==> config.mk <==
export PLATFORM = sky130hd
export DESIGN_NAME = lbs_ctrl
export DESIGN_NICKNAME = d
export VERILOG_FILES = /design/src/hdl/lbs_pkg.sv /design/src/hdl/lbs_ctrl.sv
export SDC_FILE = /design/constraint.sdc
export NUM_CORES = 1
export LEC_CHECK = 0
export ABC_AREA = 1
export BUFFER_PORTS_ARGS = -buffer_cell sky130_fd_sc_hd__buf_2
export CAP_MARGIN = 20
export CORE_MARGIN = 8
export CORE_UTILIZATION = 51
export DETAILED_ROUTE_END_ITERATION = 10
export PLACE_DENSITY = 0.86
export SYNTH_ARGS = -nofsm -noshare
export SYNTH_HDL_FRONTEND = slang
export SYNTH_SLANG_ARGS = --single-unit
==> constraint.sdc <==
create_clock -name i_clk -period 4.4 [get_ports i_clk]
set_input_delay 0.22 -clock i_clk [delete_from_list [all_inputs] [get_ports i_clk]]
set_output_delay 0.22 -clock i_clk [all_outputs]
set_load 0.005 [all_outputs]
==> src/hdl/lbs_pkg.sv <==
// ============================================================================
// lbs_pkg: shared types and constants for the linear blend skinning block
// Holds the controller state type, the command struct, the fixed field
// widths and a 32-bit saturation helper.
// ============================================================================
package lbs_pkg;

    localparam int MAX_BONES_DEF = 256;
    localparam int COORD_W       = 32;
    localparam int WEIGHT_W      = 16;
    localparam int TEX_W         = 64;
    localparam int CNT_W         = 16;
    localparam int INFL_W        = 3;
    localparam int ADDR_W        = 12;
    localparam int SLOTS         = 16;
    localparam int SLOT_W        = 4;

    localparam logic [0:0] FUNC_WRITE  = 1'b0;
    localparam logic [0:0] FUNC_VERTEX = 1'b1;

    localparam logic [0:0] REG_INFLUENCE = 1'b0;
    localparam logic [0:0] REG_VCOUNT    = 1'b1;

    // Wide enough for one minus three full-scale weights
    localparam logic signed [18:0] ONE_Q15 = 19'sd32768;

    typedef enum logic [2:0] {
        ST_IDLE,
        ST_READ,
        ST_MAC,
        ST_BLEND,
        ST_OUT
    } t_state;

    // Commands from the controller to the datapath.
    typedef struct packed {
        logic       load;      // capture the vertex item
        logic       rd_en;     // read one palette word
        logic [1:0] bone;      // bone slot being worked
        logic [3:0] slot;      // matrix slot read this cycle
        logic       mac_en;    // accumulate the word read last cycle
        logic [3:0] mac_slot;  // slot of that word
        logic       bone_end;  // finish the bone: saturate and weight it
        logic       clr;       // clear blend sums
        logic       finish;    // form final results
    } t_cmd;

    // Clamp a wide signed value to the 32-bit signed range.
    function automatic logic signed [31:0] sat32(input logic signed [63:0] x);
        logic signed [31:0] r;
        if (x > 64'sd2147483647) begin
            r = 32'sh7fffffff;
        end else if (x < -64'sd2147483648) begin
            r = 32'sh80000000;
        end else begin
            r = x[31:0];
        end
        return r;
    endfunction

endpackage

==> src/hdl/lbs_ctrl.sv <==
// ============================================================================
// lbs_ctrl: sequencer for palette reads and the per-bone transform
// Walks the twelve matrix slots of each bone, then weights it, then blends.
// ============================================================================
module lbs_ctrl (
    input  logic          i_clk,
    input  logic          i_rst_n,
    input  logic          i_start,     // vertex transfer accepted
    input  logic [2:0]    i_mode,
    input  logic          i_out_free,  // result register can be loaded
    output lbs_pkg::t_cmd o_cmd,
    output logic          o_busy,
    output logic          o_done       // results formed this cycle
);
    lbs_pkg::t_state r_state, n_state;
    logic [3:0] r_slot, n_slot;
    logic [1:0] r_bone, n_bone;
    logic       r_mac, n_mac;
    logic [3:0] r_mslot, n_mslot;

    // State register
    always_ff @(posedge i_clk) begin
        if (!i_rst_n) begin
            r_state <= lbs_pkg::ST_IDLE;
            r_slot  <= '0;
            r_bone  <= '0;
            r_mac   <= 1'b0;
            r_mslot <= '0;
        end else begin
            r_state <= n_state;
            r_slot  <= n_slot;
            r_bone  <= n_bone;
            r_mac   <= n_mac;
            r_mslot <= n_mslot;
        end
    end

    // Next state and commands
    always_comb begin
        n_state = r_state;
        n_slot  = r_slot;
        n_bone  = r_bone;
        n_mac   = 1'b0;
        n_mslot = r_slot;
        o_cmd   = '0;
        o_cmd.bone     = r_bone;
        o_cmd.slot     = r_slot;
        o_cmd.mac_en   = r_mac;
        o_cmd.mac_slot = r_mslot;
        o_busy = (r_state != lbs_pkg::ST_IDLE);
        o_done = 1'b0;
        case (r_state)
            lbs_pkg::ST_IDLE: begin
                if (i_start) begin
                    o_cmd.load = 1'b1;
                    o_cmd.clr  = 1'b1;
                    n_slot  = '0;
                    n_bone  = '0;
                    n_state = lbs_pkg::ST_READ;
                end
            end
            lbs_pkg::ST_READ: begin
                o_cmd.rd_en = 1'b1;
                n_mac = 1'b1;
                if (r_slot == 4'd11) begin
                    n_state = lbs_pkg::ST_MAC;
                end else begin
                    n_slot = r_slot + 4'd1;
                end
            end
            lbs_pkg::ST_MAC: begin
                n_state = lbs_pkg::ST_BLEND;
            end
            lbs_pkg::ST_BLEND: begin
                o_cmd.bone_end = 1'b1;
                n_slot = '0;
                if (3'({1'b0, r_bone} + 3'd1) >= i_mode) begin
                    n_state = lbs_pkg::ST_OUT;
                end else begin
                    n_bone  = r_bone + 2'd1;
                    n_state = lbs_pkg::ST_READ;
                end
            end
            lbs_pkg::ST_OUT: begin
                if (i_out_free) begin
                    o_cmd.finish = 1'b1;
                    o_done  = 1'b1;
                    n_state = lbs_pkg::ST_IDLE;
                end
            end
            default: n_state = lbs_pkg::ST_IDLE;
        endcase
    end
endmodule

### Word-level counts from Yosys, hierarchy flattened

Index checks and enable logic that the tools add are counted.

* word-level logic and storage cells: 43
* input bits: 7
* register bits: 14
* output and inout bits: 18

* reductions and logical operators: 7
* order comparisons: 1
* multiplexer cells: 17
* add/sub/neg operators: 3
* eq/ne operators: 10

Operator list (number)
* $pmux 3 s5: 1
* $mux 3: 4
* $pmux 4 s3: 1
* $ne 2x2->1 const B: 5
* $reduce_and 3->1: 3
* $mux 4: 2
* $eq 3x2->1 const B: 2
* $mux 1: 6
* $reduce_bool 3->1: 2
* $add 4x1->4 const B: 1
* $eq 4x4->1 const B: 1
* $mux 2: 2
* $pmux 2 s2: 1
* $add 2x1->3 const B: 1
* $eq 3x1->1 const B: 1
* $eq 3x3->1 const B: 1
* $ge 3x3->1: 1
* $logic_not 3->1: 1
* $add 2x1->2 const B: 1
* $reduce_bool 2->1: 1

### Logic depth before layout (Yosys ltp)

Gate-level depths: netlist of the first run.

* depth in word-level cells: 4
* mapped depth: 8
* gate-level depth less buffers: 8

### Worst setup path after synthesis of the first run

Ideal clock, no wire load.

* path kind: reg-to-reg
* start: register r_bone[0]
* end: register r_bone[0]
* clock period less this slack: 1.482 ns
* setup time: 0.115 ns
* path buffers: 0
* arrival: 1.367 ns
* data required time: 4.285 ns
* setup slack: 2.918 ns
* cell stages (with the launch flop): 9
* cell sequence: dfxtp_1 -> ha_1 -> ha_1 -> nand3_1 -> nand3_1 -> nand2_1 -> nand3_1 -> nand2_1 -> nor2_1

* longest elaborated chain between the ends: 4
* elaborated cells between the ends (all ways): 7
* classes of those cells: add/sub: 2; order compare: 1; eq/ne: 1; mux: 2; reduce/logical: 1

Ends and longest elaborated chain
* start, declared: RTL line lbs_ctrl.sv:17 `logic [1:0] r_bone, n_bone;`
* start signal, assigned: RTL line lbs_ctrl.sv:32 `r_bone <= n_bone;`
* $add 2x1->3: RTL line lbs_ctrl.sv:77 `if (3'({1'b0, r_bone} + 3'd1) >= i_mode) begin`
* $ge 3x3->1: RTL line lbs_ctrl.sv:77
* $ne 2x2->1 (no line)
* $reduce_and 3->1 (no line)

Several ways; a longest one is shown, not always the timed one. The select of a mux whose other input is x is not followed.
A chain may end at the register's enable or synchronous reset.

### Worst setup path after layout of the first run

* start: register r_bone[0]
* end: register r_bone[1]

Same word-level chain as after synthesis.

==> results by group, run 1 <==
Timing
  – Accumulated negative setup slack: 0 ns
  – Part of the cycle the worst path needs: 37.0%
  – Final-layout worst hold slack: 0.238 ns
  – Achievable frequency: 614 MHz
  – Final Hold Fails: 0
  – Clock Skew: 0.00514 ns
  – RSZ-0062 raised after global routing: no
  – Slew at the pin with the worst max-slew slack: 0.315 ns
  – Max-slew violations: 0
  – Clock period minus final worst setup slack: 1.63 ns
  – Worst slew slack as a fraction of its limit: 78.8%
  – Final count of negative-setup-slack endpoints: 0

Final layout
  – Final standard cell count with taps included and fillers excluded: 143
  – Number of antenna repair diodes: 0
  – Share of layout cells above drive strength 1: 31.5%
  – Top library cells by usage in the layout, fill and taps aside: 24 x buf_2, 15 x nand2_1, 14 x inv_1, 14 x dfxtp_1
  – Post-synthesis to final-layout area growth: 17.2%
  – Fin nets: 140
  – Most common library cell in the layout ignoring fill and taps: buf_2

Power and ir drop
  – Power share of the combinational group: 27.4%
  – Net switching power of the design: 108 uW
  – Worst voltage drop across the vdd grid: 209 uV
  – Share of power burned in registers: 44.2%
  – Clock power frac: 28.4%
  – Total power draw: 331 uW
  – Cell internal pwr: 223 uW
  – Switching share of power: 32.6%
  – Pleak: 0.517 nW
  – Power density normalized to cell area: 360 nW/um^2

CTS
  – TritonCTS clock tree: done
  – Clock root buffer: clkbuf_4
  – Largest buffer count on any clock path: 2
  – Number of sinks on the clock net: 14
  – Clock latency reported for the late side of the worst-skew pair: 0.28 ns
  – CTS hold repair buffers: 0
  – TritonCTS buffer count: 3
  – Post-cts repair resize count: 0
  – H-tree depth: 1
  – Number of setup buffers added after CTS: 0
  – Clock-pin slew of the registers on the worst-case setup and hold paths: 0.09 ns

Run status
  – Run status: completed

Job
  – Max_cap viols: 0

Route
  – Drt first pass iters: 4
  – DR WL/cell: 12.4 um
  – DRC violation count after routing: 0
  – Vias after detailed routing: 745
  – Routed Antenna Nets: 0
  – Iteration-0 DRC Markers: 45
  – Drt total wl: 1.78 mm
  – Vias per cell: 5.21

Floorplanning
  – Die W: 55.2 um
  – Die area: 3050 um^2
  – Area of the core: 1470 um^2
  – Starting Density: 53.3%
  – Std-Cell Rows: 14
  – I/O Pins: 25
  – Die H: 55.2 um

Global routing
  – Fraction of met3 tracks used by global routing: 5.48%
  – Largest net degree at the start of global routing: 10
  – Global-route met2 utilization: 20.5%
  – Remaining global-route overflow: 0
  – Number of antenna violations at the first check in global routing: 0
  – First-pass GRT wire length: 3.04 mm
  – Vias in the first global route: 702
  – GRT Max-Usage Layer: met2
  – Overall routing resource usage: 11.7%
  – Routing usage on met1: 11.2%

Synth
  – Xor/xnor cell area share of the yosys netlist: 1.12%
  – Avg Inst Size Synth: 7.54 um^2
  – Mapped cell area: 785 um^2
  – Cell taking the most area after synthesis: dfxtp_1
  – Net count after synthesis: 116
  – Yosys reg bits: 14
  – Simple-gate share of the synthesized area: 34.9%
  – Area share of the largest cell type after synthesis: 35.7%
  – Largest cells by area after synthesis: dfxtp_1 36%, ha_1 8.0%, nand3_1 7.7%
  – Yosys warning count: 0
  – Synthesized netlist cell count: 104
  – Synth cell types: 21
  – Compound-gate portion of the synthesized area: 6.86%
  – Adder-cell share of the synthesized area: 7.97%
  – Main combinational cell family by area after synthesis: simple AND/OR/NAND/NOR gates
  – Share of the yosys chip area belonging to registers: 35.7%
  – Multiplexer share of the synthesized area: 0%

Placed design
  – PortBufs: 24
  – Dpl cells: 139
  – Global placer's final weighted congestion: 0.824
  – HPWL Detailed: 1.39 mm

Critical path
  – Crit Path Max Fanout: 5
  – Critical path class: flop to flop
  – Required time worst endpoint: 4.58 ns
  – Critical path capture point type: flop
  – Kind of start point of the critical path: flop
  – R2R setup slack: 2.77 ns
  – Worst EP arrival: 1.81 ns
  – Worst r2r path cells: 8

Min path
  – HP Class: primary input to flop
  – Min-Delay Path Depth: 3
## Yosys cell counts (all sizes together)
cell	count
dfxtp	14
nand2	20
buf	5
a31oi	1
nand3	15
xnor2	1
a21boi	1
ha	5
nor4	1
a21oi	7
o21ai	1
nor2	13
nand4	2
or2	1
inv	17
## registers in the layout, indices dropped and copies added, names as in the netlist
signal	flops
n_mslot	4
r_bone	2
r_mac	1
r_mslot	4
r_state	3
## worst max-delay path: stages (launching register included)
cell	delay (ns)
dfxtp_1	0.35
ha_1	0.34
ha_1	0.31
nand3_1	0.09
nand3_1	0.09
nand2_1	0.14
nand3_1	0.09
nand2_1	0.06
nor2_1	0.04
## metal layers
layer | vias up | wire [um] | share of wire (%)
li1 | 375 | - | -
met1 | 322 | 714 | 40
met2 | 38 | 849 | 48
met3 | 10 | 152 | 8.6
met4 | 0 | 59 | 3.3
met5 | - | 0 | 0
## power groups by stage
| stage | clock network [mW] | registers, mW | logic [mW] |
|---|---|---|---|
| after floorplan | 0 | 0.148 | 0.0672 |
| after global placement | 0 | 0.148 | 0.0851 |
| after detailed placement | 0 | 0.149 | 0.0900 |
| after CTS | 0.0946 | 0.146 | 0.0906 |
| after global routing | 0.103 | 0.148 | 0.102 |
| final | 0.0939 | 0.146 | 0.0907 |
## layout make-up
type	instances	area (um^2)
Tap cell	16	20.0
Fill cell	134	552
Sequential cell	14	280
Timing Repair Buffer	24	120
Clock buffer	4	36.3
Inverter	17	63.8
Multi-Input combinational cell	68	399
## worst paths after layout
check / startpoint / endpoint
worst min register to register: n_mslot[3] / r_mslot[3]
worst min-delay path: i_rst_n / r_bone[0]
worst max register to register: r_bone[0] / r_bone[1]
worst max-delay path: r_bone[0] / r_bone[1]
## logic make-up after synthesis
kind of cell	count (synthesis)
AND/OR/NAND/NOR	52
buffers and inverters	22
flip-flops	14
AO/OA/AOI/OAI	10
adder cells (fa/ha/maj)	5
XOR/XNOR	1
## through the flow
| stage | setup slack, ns | cell area (um^2) | util (%) |
|---|---|---|---|
| 2_1_floorplan | 2.92 | 785 | - |
| 3_3_place_gp | 2.89 | 883 | 60.0 |
| 3_5_place_dp | 2.79 | 883 | 60.0 |
| 4_1_cts | 2.78 | 920 | 62.5 |
| 5_1_grt | 2.65 | 920 | 62.5 |
| 6_report | 2.77 | 920 | 62.5 |
(Power assumes the default switching activity.)
==> run 2: changes to the inputs <==
--- a/config.mk
+++ b/config.mk
@@ -5,13 +5,13 @@
 export SDC_FILE = /design/constraint.sdc
 export NUM_CORES = 1
 export LEC_CHECK = 0
-export ABC_AREA = 1
+export ABC_AREA = 0
 export BUFFER_PORTS_ARGS = -buffer_cell sky130_fd_sc_hd__buf_2
 export CAP_MARGIN = 20
 export CORE_MARGIN = 8
-export CORE_UTILIZATION = 51
+export CORE_UTILIZATION = 48
 export DETAILED_ROUTE_END_ITERATION = 10
-export PLACE_DENSITY = 0.86
+export PLACE_DENSITY = 0.82
 export SYNTH_ARGS = -nofsm -noshare
 export SYNTH_HDL_FRONTEND = slang
 export SYNTH_SLANG_ARGS = --single-unit
==> constraint.sdc (replaced) <==
create_clock -name i_clk -period 1.5 [get_ports i_clk]
set_input_delay 0.075 -clock i_clk [delete_from_list [all_inputs] [get_ports i_clk]]
set_output_delay 0.075 -clock i_clk [all_outputs]
set_load 0.005 [all_outputs]
==> run 2 against run 1 <==
- clock power increased to 2.8 times the previous value
- first-iteration DRC count shrank 73%
- synthesized cell count down 20%
- power increased to 3.3 times the previous value
- maximum frequency increased by 8.7%
- sequential share of layout area shrank 1.2 points
- combinational power rose to 3.9 times the previous value
- sequential power rose to 3.2 times the previous value
- via count down 10%
==> results by group, run 2 <==
Timing
  – Slew at the pin with the worst max-slew slack: 0.303 ns
  – Final-layout worst hold slack: 0.148 ns
  – Clock period minus final worst setup slack: 1.50 ns
  – RSZ-0062 raised after global routing: yes
  – Clock Skew: 0.00384 ns
  – Part of the cycle the worst path needs: 99.9%
  – Worst slew slack as a fraction of its limit: 79.7%
  – Max-slew violations: 0
  – Final count of negative-setup-slack endpoints: 0
  – Achievable frequency: 667 MHz
  – Final Hold Fails: 0

Synth
  – Async set-reset flop share out of synthesis: 0%
  – Avg Inst Size Synth: 9.27 um^2
  – Main combinational cell family by area after synthesis: simple AND/OR/NAND/NOR gates
  – Adder-cell share of the synthesized area: 8.13%
  – Area share of the largest cell type after synthesis: 36.4%
  – Top cells by count, synth: 14 x dfxtp_1, 7 x nand2_1, 6 x and2_1
  – Yosys warning count: 0
  – Compound-gate portion of the synthesized area: 13.0%
  – Synth cell types: 32
  – Largest cells by area after synthesis: dfxtp_1 36%, ha_1 8.1%, and2_1 4.9%
  – Multiplexer share of the synthesized area: 2.60%
  – Most frequent cell after synthesis: dfxtp_1
  – Mapped cell area: 769 um^2
  – Synthesized netlist cell count: 83
  – Cell taking the most area after synthesis: dfxtp_1
  – Xor/xnor cell area share of the yosys netlist: 2.28%
  – Number of enable flip-flop cells after synthesis: 0
  – Simple-gate share of the synthesized area: 25.9%
  – Most used flip-flop cell after synthesis: dfxtp_1
  – Share of the yosys chip area belonging to registers: 36.4%
  – Net count after synthesis: 95
  – Yosys reg bits: 14

Final layout
  – Design Area, Final: 973 um^2
  – Final Util: 64.6%
  – Fin nets: 119
  – Final standard cell count with taps included and fillers excluded: 122
  – Top library cells by usage in the layout, fill and taps aside: 24 x buf_2, 10 x dfxtp_1, 6 x nand2_1, 6 x and2_1, 5 x nor2_1
  – Most common library cell in the layout ignoring fill and taps: buf_2
  – Number of antenna repair diodes: 0
  – Final-layout fill cell count: 127
  – Share of layout cells above drive strength 1: 44.3%
  – Post-synthesis to final-layout area growth: 26.5%

CTS
  – TritonCTS buffer count: 3
  – Largest buffer count on any clock path: 2
  – CTS hold repair buffers: 0
  – Clock root buffer: clkbuf_4
  – Number of sinks on the clock net: 14
  – H-tree depth: 1
  – TritonCTS clock tree: done
  – Clock latency reported for the late side of the worst-skew pair: 0.27 ns
  – Clock-pin slew of the registers on the worst-case setup and hold paths: 0.09 ns
  – Number of setup buffers added after CTS: 0

Power and ir drop
  – Power density normalized to cell area: 1120 nW/um^2
  – Worst voltage drop across the vdd grid: 723 uV
  – Pleak: 0.450 nW
  – Total power draw: 1.09 mW

Route
  – Drt first pass iters: 4
  – Vias per cell: 5.49
  – Vias after detailed routing: 670
  – Iteration-0 DRC Markers: 12
  – DRC violation count after routing: 0
  – Routed Antenna Nets: 0
  – DR WL/cell: 14.6 um
  – Drt total wl: 1.78 mm

Critical path
  – Crit Path Max Fanout: 3
  – Buf+Inv Stages, Crit Path: 0
  – Critical path class: flop to flop
  – Kind of start point of the critical path: flop
  – Most Frequent Cell on Critical Path: ha_4
  – Worst EP arrival: 1.70 ns
  – Cells along the critical path: ha_4 -> ha_4 -> nand2_4 -> o211ai_1 -> nand4b_1 -> o21ai_1
  – Critical path capture point type: flop
  – CP max stage delay: 0.35 ns
  – Crit path max-delay cell type: dfxtp_2
  – Worst path top cell family by delay: adder cells
  – Required time worst endpoint: 1.70 ns

Min path
  – HP Class: primary input to flop

Floorplanning
  – Starting Density: 51.1%
  – Std-Cell Rows: 14
  – Die H: 56.0 um
  – I/O Pins: 25
  – Die W: 56.0 um
  – Die area: 3140 um^2
  – Area of the core: 1510 um^2

Global routing
  – Overall routing resource usage: 10.7%
  – Remaining global-route overflow: 0
  – Vias in the first global route: 707
  – Number of antenna violations at the first check in global routing: 0
  – First-pass GRT wire length: 2.90 mm
  – Largest net degree at the start of global routing: 13

Job
  – Max_cap viols: 0

Placed design
  – PortBufs: 24
  – Area after DPL: 866 um^2
  – Global placer's final weighted congestion: 0.788
  – Dpl cells: 118
  – HPWL Detailed: 1.25 mm

Run status
  – Run status: completed
[run 2: worst min-delay path: cells and delay by family]
family | cells | cell delay (ns)
AO/OA/AOI/OAI | 1 | 0.09
buffers and inverters | 1 | 0.17
AND/OR/NAND/NOR | 1 | 0.05
[run 2: metal layers]
metal / track usage (%) / vias up / share of wire (%)
li1: - / 335 / -
met1: 11.6 / 304 / 45
met2: 17.7 / 29 / 45
met3: 5.02 / 2 / 7.7
met4: 3.78 / 0 / 1.5
met5: 0 / - / 0
[run 2: report_power, final]
part	internal, mW	switching [mW]	leakage [nW]
clock network	0.147	0.120	0.0210
logic	0.185	0.172	0.314
registers	0.411	0.0586	0.115
[run 2: cell families (layout without fill, tap and decap cells)]
logic type	Yosys count	in the layout
compound gates	14	14
fa+ha+maj	5	5
buf+inv	13	36
xor+xnor	2	2
flops	14	14
simple gates	33	33
mux	2	2
[run 2: repair_timing]
item / CTS / global route
resized for setup: 8 / 5
setup endpoints to repair: 4 / 8
pin swaps: 4 / 7
[run 2: cell type report]
class,instances,area (um^2),share of cell area [%]
Multi-Input combinational cell,56,467,47.9
Sequential cell,14,285,29.3
Timing Repair Buffer,28,150,15.4
Clock buffer,4,36.3,3.73
Tap cell,16,20.0,2.06
Inverter,4,15.0,1.54
[run 2: final timing paths]
path | startpoint | to | slack [ns] | depth (start not counted)
min reg2reg | n_mslot[3] | r_mslot[3] | 0.53 | 1
max reg2reg | r_bone[1] | r_bone[1] | 0.002 | 6
min | i_rst_n | r_state[2] | 0.15 | 3
max | r_bone[1] | r_bone[1] | 0.002 | 6
[run 2: stage by stage]
stage                     setup TNS, ns  worst slack (ns)
after floorplan                       0           0.00320
after global placement          -0.0228           -0.0228
after detailed placement         -0.146           -0.0789
after CTS                             0            0.0105
after global routing             -0.104           -0.0626
final                                 0           0.00169
==> run 3: changes to the inputs <==
--- a/config.mk
+++ b/config.mk
@@ -5,7 +5,7 @@
 export SDC_FILE = /design/constraint.sdc
 export NUM_CORES = 1
 export LEC_CHECK = 0
-export ABC_AREA = 0
+export ABC_AREA = 1
 export BUFFER_PORTS_ARGS = -buffer_cell sky130_fd_sc_hd__buf_2
 export CAP_MARGIN = 20
 export CORE_MARGIN = 8
==> run 3 against run 2 <==
- global-route usage grew 1.6 points
- worst hold slack lost 0.062 ns
- clock skew shrank 0.0015 ns
- die area grew 1.4%
- critical path depth grew 1
- clock power grew 5%
- utilization grew 1.6 points
- first-iteration DRC count grew 25%
- largest power group unchanged
==> results by group, run 3 (synthesis results as in run 1) <==
Timing
  – Slew at the pin with the worst max-slew slack: 0.286 ns
  – Part of the cycle the worst path needs: 95.9%
  – Clock period minus final worst setup slack: 1.44 ns
  – Achievable frequency: 695 MHz
  – Worst slew slack as a fraction of its limit: 80.7%
  – Final Hold Fails: 0
  – Final count of negative-setup-slack endpoints: 0
  – Worst setup slack after layout: 0.0619 ns
  – RSZ-0062 raised after global routing: no
  – Max-slew violations: 0
  – Clock Skew: 0.00238 ns

Job
  – Max_cap viols: 0

CTS
  – Clock-pin slew of the registers on the worst-case setup and hold paths: 0.09 ns
  – Clock latency reported for the late side of the worst-skew pair: 0.29 ns
  – Number of sinks on the clock net: 14
  – H-tree depth: 1
  – TritonCTS buffer count: 3
  – CTS hold repair buffers: 0
  – Clock root buffer: clkbuf_4
  – Number of setup buffers added after CTS: 0
  – TritonCTS clock tree: done
  – Largest buffer count on any clock path: 2

Route
  – Iteration-0 DRC Markers: 15
  – Drt total wl: 1.86 mm
  – Vias per cell: 5.18
  – Vias after detailed routing: 757
  – DR WL/cell: 12.7 um
  – Routed Antenna Nets: 0
  – Drt first pass iters: 4
  – DRC violation count after routing: 0

Critical path
  – Critical path class: flop to flop
  – Critical path capture point type: flop
  – Required time worst endpoint: 1.68 ns
  – R2R setup slack: 0.06 ns
  – Worst EP arrival: 1.62 ns
  – Kind of start point of the critical path: flop
  – Crit Path Max Fanout: 5

Power and ir drop
  – Pleak: 0.538 nW
  – Power density normalized to cell area: 1060 nW/um^2
  – Worst voltage drop across the vdd grid: 658 uV

Floorplanning
  – Area of the core: 1520 um^2
  – Die W: 56.4 um
  – Die area: 3180 um^2
  – Die H: 56.4 um
  – I/O Pins: 25
  – Starting Density: 51.5%
  – Std-Cell Rows: 14

Global routing
  – Overall routing resource usage: 12.3%
  – First-pass GRT wire length: 3.24 mm
  – Remaining global-route overflow: 0
  – Largest net degree at the start of global routing: 10
  – Vias in the first global route: 759
  – Number of antenna violations at the first check in global routing: 0

Final layout
  – Post-synthesis to final-layout area growth: 28.7%
  – Number of antenna repair diodes: 0
  – Fin nets: 143
  – Most common library cell in the layout ignoring fill and taps: buf_2
  – Share of layout cells above drive strength 1: 42.3%
  – Final standard cell count with taps included and fillers excluded: 146
  – Top library cells by usage in the layout, fill and taps aside: 24 x buf_2, 14 x inv_1, 14 x nand2_1

Placed design
  – Worst setup timing slack at the placement stage: -0.0542 ns
  – PortBufs: 24
  – HPWL Detailed: 1.34 mm
  – Global placer's final weighted congestion: 0.819
  – Dpl cells: 142

Min path
  – HP Class: primary input to flop

Run status
  – Run status: completed
run 3: cell types whose count changed in the layout (fill, tap and decap cells not counted), moves of 3 or more:
| cell | before | now |
|---|---|---|
| a21oi_1 | 1 | 5 |
| and2_1 | 6 | 0 |
| inv_1 | 4 | 14 |
| inv_2 | 0 | 3 |
| nand2_1 | 6 | 14 |
| nand2_2 | 0 | 3 |
| nand3_1 | 0 | 9 |
| nand3_2 | 0 | 6 |
| nor2_1 | 5 | 11 |
| nor3_1 | 4 | 0 |
run 3: per-stage QoR:
stage | instance area [um^2] | power, mW | setup TNS, ns | util, % | hold slack, ns
after global placement | 906 | 0.713 | 0 | 59.4 | 0.395
after floorplan | 785 | 0.632 | 0 | - | 0.250
after detailed placement | 906 | 0.726 | -0.124 | 59.4 | 0.400
after global routing | 1010 | 1.13 | 0 | 66.3 | 0.104
final | 1010 | 1.07 | 0 | 66.3 | 0.0853
after CTS | 980 | 1.04 | 0 | 64.3 | 0.0946
run 3: worst paths after layout:
| check | start | endpoint | cells after the start |
|---|---|---|---|
| setup reg to reg | r_bone[0] | r_bone[0] | 7 |
| setup / recovery | r_bone[0] | r_bone[0] | 7 |
| hold reg to reg | n_mslot[3] | r_mslot[3] | 2 |
| hold / removal | i_rst_n | r_bone[1] | 3 |
run 3: cell type report:
cell class              count  area (um^2)
inverters                  17         63.8
well taps                  16         20.0
repair buffers             27          143
multi-input cells          68          464
flip-flops and latches     14          283
fillers                   122          514
clock buffers               4         36.3
run 3: what timing repair did:
| action | in CTS | in global routing |
|---|---|---|
| pin swaps | 0 | 2 |
| setup endpoints to repair | 3 | 3 |
| gates resized for setup | 5 | 7 |
run 3: power by group:
| group | internal [mW] | leakage [nW] | switching, mW | total (mW) |
|---|---|---|---|---|
| logic | 0.166 | 0.402 | 0.190 | 0.356 |
| registers | 0.400 | 0.115 | 0.0314 | 0.432 |
| clock network | 0.148 | 0.0210 | 0.132 | 0.280 |
run 3: critical path, cell delays in order, from the launching register on:
cell and delay [ns]:
dfxtp_2 0.34, ha_4 0.25, ha_4 0.28, nand3_2 0.07
nand3_2 0.09, nand2_2 0.09, a21oi_1 0.14, nor2_1 0.07
run 3: per-layer routing:
layer  vias up  wire, um  global-route usage [%]
met2        24       913                    20.2
met5         -         0                       0
met4         0        36                    7.56
met1       349       792                    13.1
met3         5       116                    4.04
li1        379         -                       -
